===== src/rtl/hxfp_pkg.sv =====
// shared types and constants for the header, length and xor frame parser
package hxfp_pkg;

  typedef enum logic [2:0] {
    PH_HUNT  = 3'd0,
    PH_H1    = 3'd1,
    PH_H2    = 3'd2,
    PH_H3    = 3'd3,
    PH_LEN   = 3'd4,
    PH_TOKEN = 3'd5,
    PH_BODY  = 3'd6
  } phase_t;

  localparam logic [7:0] CH_U     = 8'h55;
  localparam logic [7:0] CH_N     = 8'h4E;
  localparam logic [7:0] CH_E     = 8'h45;
  localparam logic [7:0] CH_R     = 8'h52;
  localparam logic [7:0] CH_COLON = 8'h3A;

  // xor of the four header bytes and the colon
  localparam logic [7:0] HDR_XOR = CH_U ^ CH_N ^ CH_E ^ CH_R ^ CH_COLON;

  // count used when the length byte is zero
  localparam logic [7:0] LEN_WRAP = 8'hFF;

  typedef struct packed {
    logic [7:0] data_byte;
    logic       is_payload;
    logic [7:0] payload_index;
    logic       frame_end;
    logic       checksum_ok;
    logic [7:0] frame_length;
  } result_t;

endpackage


===== src/rtl/hxfp_parse.sv =====
// frame state machine: header hunt, length, payload count and xor check
module hxfp_parse (
  input  logic                clk,
  input  logic                rst,
  input  logic                step,
  input  logic [7:0]          in_byte,
  output logic                res_valid,
  output hxfp_pkg::result_t   res
);

  hxfp_pkg::phase_t phase, phase_next;
  logic [7:0] bytes_left, bytes_left_next;
  logic [7:0] running_xor, running_xor_next;
  logic [7:0] length_seen, length_seen_next;
  logic [7:0] index_count, index_count_next;
  logic       is_u;
  logic       more_payload;

  assign is_u         = (in_byte == hxfp_pkg::CH_U);
  assign more_payload = (bytes_left > 8'd1);

  always_comb begin
    phase_next       = phase;
    bytes_left_next  = bytes_left;
    running_xor_next = running_xor;
    length_seen_next = length_seen;
    index_count_next = index_count;
    // default: fall back to the hunt, checking this byte as a new start
    case (phase)
      hxfp_pkg::PH_H1: begin
        if (in_byte == hxfp_pkg::CH_N) begin
          phase_next = hxfp_pkg::PH_H2;
        end else begin
          phase_next       = is_u ? hxfp_pkg::PH_H1 : hxfp_pkg::PH_HUNT;
          running_xor_next = is_u ? 8'h00 : running_xor;
        end
      end
      hxfp_pkg::PH_H2: begin
        if (in_byte == hxfp_pkg::CH_E) begin
          phase_next = hxfp_pkg::PH_H3;
        end else begin
          phase_next       = is_u ? hxfp_pkg::PH_H1 : hxfp_pkg::PH_HUNT;
          running_xor_next = is_u ? 8'h00 : running_xor;
        end
      end
      hxfp_pkg::PH_H3: begin
        if (in_byte == hxfp_pkg::CH_R) begin
          phase_next = hxfp_pkg::PH_LEN;
        end else begin
          phase_next       = is_u ? hxfp_pkg::PH_H1 : hxfp_pkg::PH_HUNT;
          running_xor_next = is_u ? 8'h00 : running_xor;
        end
      end
      hxfp_pkg::PH_LEN: begin
        length_seen_next = in_byte;
        phase_next       = hxfp_pkg::PH_TOKEN;
      end
      hxfp_pkg::PH_TOKEN: begin
        if (in_byte == hxfp_pkg::CH_COLON) begin
          phase_next       = hxfp_pkg::PH_BODY;
          running_xor_next = hxfp_pkg::HDR_XOR ^ length_seen;
          bytes_left_next  = (length_seen == 8'd0) ? hxfp_pkg::LEN_WRAP : length_seen;
          index_count_next = 8'd0;
        end else begin
          phase_next       = is_u ? hxfp_pkg::PH_H1 : hxfp_pkg::PH_HUNT;
          running_xor_next = is_u ? 8'h00 : running_xor;
        end
      end
      hxfp_pkg::PH_BODY: begin
        if (more_payload) begin
          running_xor_next = running_xor ^ in_byte;
          bytes_left_next  = bytes_left - 8'd1;
          index_count_next = index_count + 8'd1;
        end else begin
          // checksum byte also counts as a possible start of the next frame
          bytes_left_next  = 8'd0;
          phase_next       = is_u ? hxfp_pkg::PH_H1 : hxfp_pkg::PH_HUNT;
          running_xor_next = is_u ? 8'h00 : running_xor;
        end
      end
      default: begin
        phase_next       = is_u ? hxfp_pkg::PH_H1 : hxfp_pkg::PH_HUNT;
        running_xor_next = is_u ? 8'h00 : running_xor;
      end
    endcase
  end

  always_comb begin
    res_valid         = (phase == hxfp_pkg::PH_BODY);
    res.data_byte     = in_byte;
    res.is_payload    = more_payload;
    res.payload_index = more_payload ? index_count : 8'd0;
    res.frame_end     = !more_payload;
    res.checksum_ok   = !more_payload && (running_xor == in_byte);
    res.frame_length  = length_seen;
  end

  always_ff @(posedge clk) begin
    if (rst) begin
      phase       <= hxfp_pkg::PH_HUNT;
      bytes_left  <= 8'd0;
      running_xor <= 8'd0;
      length_seen <= 8'd0;
      index_count <= 8'd0;
    end else if (step) begin
      phase       <= phase_next;
      bytes_left  <= bytes_left_next;
      running_xor <= running_xor_next;
      length_seen <= length_seen_next;
      index_count <= index_count_next;
    end
  end

endmodule


===== src/rtl/header_length_xor_frame_parser.sv =====
// top level: input register, frame parser and result register
//
// Byte-stream frame parser. Bytes enter on in_valid/in_ready/in_byte, one
// transaction per byte. The parser hunts for the header U N E R, takes a
// length byte and a ':' and then reports each payload byte with its index,
// followed by one frame-end result carrying the checksum byte and whether
// it matched the xor of all earlier frame bytes. Bytes outside a frame give
// no result. Results leave on out_valid/out_ready with one port per field.
// An accepted byte waits in the input register and its result is then
// registered in the output register. Throughput: one byte per cycle while
// the receiver takes results, with the state update between the registers.
// When the receiver stalls the result register holds its value; the input
// register still takes one more byte, then in_ready drops until the result
// is taken. Reset (rst, synchronous) empties both registers and returns the
// parser to the hunt for 'U' with length, count and xor cleared.
module header_length_xor_frame_parser (
  input  logic       clk,
  input  logic       rst,
  input  logic       in_valid,
  output logic       in_ready,
  input  logic [7:0] in_byte,
  output logic       out_valid,
  input  logic       out_ready,
  output logic [7:0] data_byte,
  output logic       is_payload,
  output logic [7:0] payload_index,
  output logic       frame_end,
  output logic       checksum_ok,
  output logic [7:0] frame_length
);

  logic              in_full;
  logic [7:0]        in_data;
  logic              out_free;
  logic              process;
  logic              res_valid;
  hxfp_pkg::result_t res;
  hxfp_pkg::result_t out_res;

  assign out_free = !out_valid || out_ready;
  assign process  = in_full && out_free;
  assign in_ready = !in_full || process;

  always_ff @(posedge clk) begin
    if (rst) begin
      in_full <= 1'b0;
    end else if (in_valid && in_ready) begin
      in_full <= 1'b1;
    end else if (process) begin
      in_full <= 1'b0;
    end
  end

  always_ff @(posedge clk) begin
    if (in_valid && in_ready) begin
      in_data <= in_byte;
    end
  end

  hxfp_parse u_parse (
    .clk       (clk),
    .rst       (rst),
    .step      (process),
    .in_byte   (in_data),
    .res_valid (res_valid),
    .res       (res)
  );

  always_ff @(posedge clk) begin
    if (rst) begin
      out_valid <= 1'b0;
    end else if (out_free) begin
      out_valid <= process && res_valid;
    end
  end

  always_ff @(posedge clk) begin
    if (out_free && process && res_valid) begin
      out_res <= res;
    end
  end

  assign data_byte     = out_res.data_byte;
  assign is_payload    = out_res.is_payload;
  assign payload_index = out_res.payload_index;
  assign frame_end     = out_res.frame_end;
  assign checksum_ok   = out_res.checksum_ok;
  assign frame_length  = out_res.frame_length;

  // a result is either a payload byte or a frame end, never both
  assert property (@(posedge clk) disable iff (rst)
    out_valid |-> (is_payload != frame_end))
    else $error("result is not exactly one of payload and frame end");

  // payload index stays inside the announced length
  assert property (@(posedge clk) disable iff (rst)
    (out_valid && is_payload) |->
      ((frame_length == 8'd0) ||
       (({1'b0, payload_index} + 9'd1) < {1'b0, frame_length})))
    else $error("payload index beyond frame length");

  // frame end carries index zero
  assert property (@(posedge clk) disable iff (rst)
    (out_valid && frame_end) |-> (payload_index == 8'd0))
    else $error("frame end with nonzero index");

  // a byte waiting in the input register is not dropped while stalled
  assert property (@(posedge clk) disable iff (rst)
    (in_full && !process) |=> (in_full && $stable(in_data)))
    else $error("input byte lost during stall");

endmodule

===== config.mk =====
export PLATFORM = sky130hd
export DESIGN_NAME = header_length_xor_frame_parser
export DESIGN_NICKNAME = d
export VERILOG_FILES = /design/src/rtl/hxfp_pkg.sv /design/src/rtl/hxfp_parse.sv /design/src/rtl/header_length_xor_frame_parser.sv
export SDC_FILE = /design/constraint.sdc
export NUM_CORES = 1
export LEC_CHECK = 0
export BUFFER_PORTS_ARGS = -buffer_cell sky130_fd_sc_hd__buf_2
export CORE_MARGIN = 1.5
export CORE_UTILIZATION = 30
export CTS_BUF_LIST = sky130_fd_sc_hd__clkbuf_2
export CTS_CLUSTER_SIZE = 8
export DETAILED_ROUTE_END_ITERATION = 16
export PLACE_DENSITY_LB_ADDON = 0.2
export SYNTH_ARGS = -nofsm -noshare
export SYNTH_HDL_FRONTEND = slang
export SYNTH_SLANG_ARGS = --single-unit

===== constraint.sdc =====
create_clock -name clk -period 2.6 [get_ports clk]
set_input_delay 0.39 -clock clk [delete_from_list [all_inputs] [get_ports clk]]
set_output_delay 0.39 -clock clk [all_outputs]
set_load 0.005 [all_outputs]

==> results.sh <==
export IMPL_worst_setup_path_type="register to register"
export IMPL_syn_avg_cell_area_sq_um=11.25
export IMPL_postCtsSetupRepairBufs=0
export IMPL_hpwlAfterDp_um=5640
export IMPL_clockPowerShare_pct=31.4
export IMPL_initial_core_util_pct=31.06
export IMPL_grt_pass1_vias=2414
export IMPL_cts_tree="yes"
export IMPL_cp_end_kind="register"
export IMPL_tightest_slew_ps=762.9
export IMPL_slew_violations=0
export IMPL_drtIter0Drc=103
export IMPL_hold_path_class="input port to register"
export IMPL_ant_nets=0
export IMPL_die_area_sq_mm=0.01197
export IMPL_clkSinkCount=72
export IMPL_grt_pass1_wl_um=12890
export IMPL_drc_errors=0
export IMPL_power_density_mw_per_mm2=506.5
export IMPL_num_nets_final=371
export IMPL_worst_path_max_fanout=10
export IMPL_yosysMostFrequentCell="dfxtp_1"
export IMPL_cts_reportedPaths_clkPinSlew_ps=200
export IMPL_synth_common_cells="dfxtp_1 (37), edfxtp_1 (35), nor2_1 (26)"
export IMPL_ir_drop_uv=154.4
export IMPL_track_usage_pct=14.46
export IMPL_final_core_util_pct=36.05
export IMPL_dp_cells=479
export IMPL_final_area_sq_mm=0.003943
export IMPL_cts_buffer_depth=2
export IMPL_syn_area_sq_mm=0.003397
export IMPL_synth_top_area_share_pct=30.94
export IMPL_std_cell_rows=38
export IMPL_yosysSeqAreaShare_pct=52.74
export IMPL_min_period_over_period_pct=92.41
export IMPL_comb_power_share_pct=7.4
export IMPL_setup_tns_ps=0
export IMPL_h_tree_depth=3
export IMPL_final_cells=502
export IMPL_dieWidth_um=109.4
export IMPL_area_growth_pct=16.06
export IMPL_synth_area_top_cells="edfxtp_1 (31%), dfxtp_1 (22%), xnor2_1 (3.9%)"
export IMPL_numCtsBuffers=9
export IMPL_synthesis_nets=317
export IMPL_routed_wl_um=7964
export IMPL_yosys_warnings=0
export IMPL_syn_inst=302
export IMPL_core_area_sq_mm=0.01094
export IMPL_grt_setup_unrepaired="no"
export IMPL_placed_area_sq_mm=0.003770
export IMPL_reg2reg_setup_slack_ps=200
export IMPL_wl_per_cell_um=15.86
export IMPL_critical_path_max_stage_delay_ps=830
export IMPL_switching_share_pct=25.45
export IMPL_ys_dominant_reg_cell="dfxtp_1"
export IMPL_worstPathArrival_ps=2850
export IMPL_cp_slowest_cell="or4_1"
export IMPL_synth_seq_cells=72
export IMPL_r2r_start="in_data[5]"
export IMPL_p_leak_uw=0.001459
export IMPL_max_cap_violations=0
export IMPL_numPortBuffers=40
export IMPL_ios=41
export IMPL_cp_startpoint="in_data[5]"
export IMPL_p_int_uw=1489
export IMPL_finalSetupViolations=0
export IMPL_slew_headroom_pct=49.14
export IMPL_skew_ps=25.32
export IMPL_p_sw_uw=508.2
export IMPL_cp_cell_sequence="nand4bb_1 > or4_1 > o2111ai_4 > o221ai_1 > a221o_1"
export IMPL_hp_start="in_byte[7]"
export IMPL_drive_gt1_share_pct=22.99
export IMPL_seq_power_share_pct=61.2
export IMPL_startpoint_type="register"
export IMPL_grt_overflow=0
export IMPL_worstPathRequired_ps=3050
export IMPL_outcome="finished clean"
export IMPL_hold_viol=0
export IMPL_synthArstFlopShare_pct=0
export IMPL_yosys_area_top_type="edfxtp_1"
export IMPL_vias=2532
export IMPL_dr_pass1_iters=4
export IMPL_ys_types=57
export IMPL_synth_edf_count=35
export IMPL_insertion_delay_ps=540
export IMPL_power_uw=1997
export IMPL_grt_max_degree=28
export IMPL_antenna_found_initial=1
export IMPL_die_y_um=109.4
export IMPL_max_freq_ghz=0.4162
export IMPL_root_buffer="clkbuf_2"
export IMPL_place_congestion=0.8502
export IMPL_via_per_inst=5.044
export IMPL_min_period_ps=2403
[worst paths after layout]
| kind | endpoint | depth (start not counted) |
|---|---|---|
| worst max-delay path | u_parse.running_xor[0] | 5 |
| worst min-delay path | in_data[7] | 1 |
| worst max register to register | u_parse.running_xor[0] | 5 |
| worst min register to register | u_parse.bytes_left[5] | 2 |
[final cells by class]
class | instances | area (sq um)
tap | 140 | 175.2
clock inverter | 6 | 60.06
multi-input combinational | 203 | 1455
inverter | 12 | 45.04
antenna | 1 | 2.502
fill | 1116 | 6993
clock buffer | 10 | 50.05
timing repair buffer | 58 | 362.8
sequential | 72 | 1792
[logic make-up (layout without fill, tap and decap cells)]
logic type	count (synthesis)	count (layout)	synth area share, %
AOI/OAI and AO/OA	69	69	16.17
and+or+nand+nor	107	107	19.08
muxes	8	8	2.357
adders and majority gates	3	3	1.105
DFF	72	72	52.74
other	0	1	0
xor gates and xnor gates	16	16	4.125
buffers and inverters	27	86	4.419
[worst max-delay path: cells and delay by family, from the launching register on]
family | cells | cell delay [ps]
AOI/OAI and AO/OA | 3 | 780
and+or+nand+nor | 2 | 1010
DFF | 1 | 530
[placed cells by master (no fill, tap or decap), types with 9 or more instances in the layout]
cell type / Yosys / routed
buf_2: 1 / 40
buf_4: 2 / 11
nor3b_1: 12 / 12
nand2_1: 9 / 9
o21ai_0: 15 / 15
xnor2_1: 15 / 15
clkbuf_2: 0 / 10
dfxtp_1: 37 / 37
nor2_1: 26 / 26
a21oi_1: 14 / 14
and2_1: 9 / 9
inv_1: 11 / 11
edfxtp_1: 35 / 35
[stage by stage]
step           worst slack, ps  hold slack, ps
2_1_floorplan            519.6           427.7
3_3_place_gp             260.1           495.0
3_5_place_dp             194.3           495.4
4_1_cts                  162.6           6.032
5_1_grt                  5.784           6.912
6_report                 197.3           45.77
[power by group through the flow]
| stage | sequential [uW] | clock, uW | combinational, uW |
|---|---|---|---|
| global route | 1230 | 692 | 163 |
| finish | 1220 | 628 | 148 |
| floorplan | 1240 | 0 | 93.4 |
| detailed placement | 1250 | 0 | 143 |
| CTS | 1220 | 650 | 150 |
| global placement | 1250 | 0 | 141 |
[what timing repair did]
action | 4_1_cts | 5_1_grt
hold buffers | 6 | 0
hold endpoints to repair | 6 | 0
gates resized for setup | 0 | 0
[per-layer routing]
metal | track usage (%) | routed length [um] | up-vias
met1 | 19.50 | 4041 | 1205
met4 | 6.494 | 156 | 0
li1 | - | - | 1251
met3 | 3.557 | 325 | 13
met5 | 0 | 0 | -
met2 | 21.83 | 3441 | 63
[sequential cells by signal (all words and copies together), names as in the netlist, 3 cells and up]
signal               count
data_byte                8
frame_length             8
in_data                  8
payload_index            8
u_parse.bytes_left       8
u_parse.index_count      8
u_parse.length_seen      8
u_parse.phase            3
u_parse.running_xor      8
(Power assumes the default switching activity.)
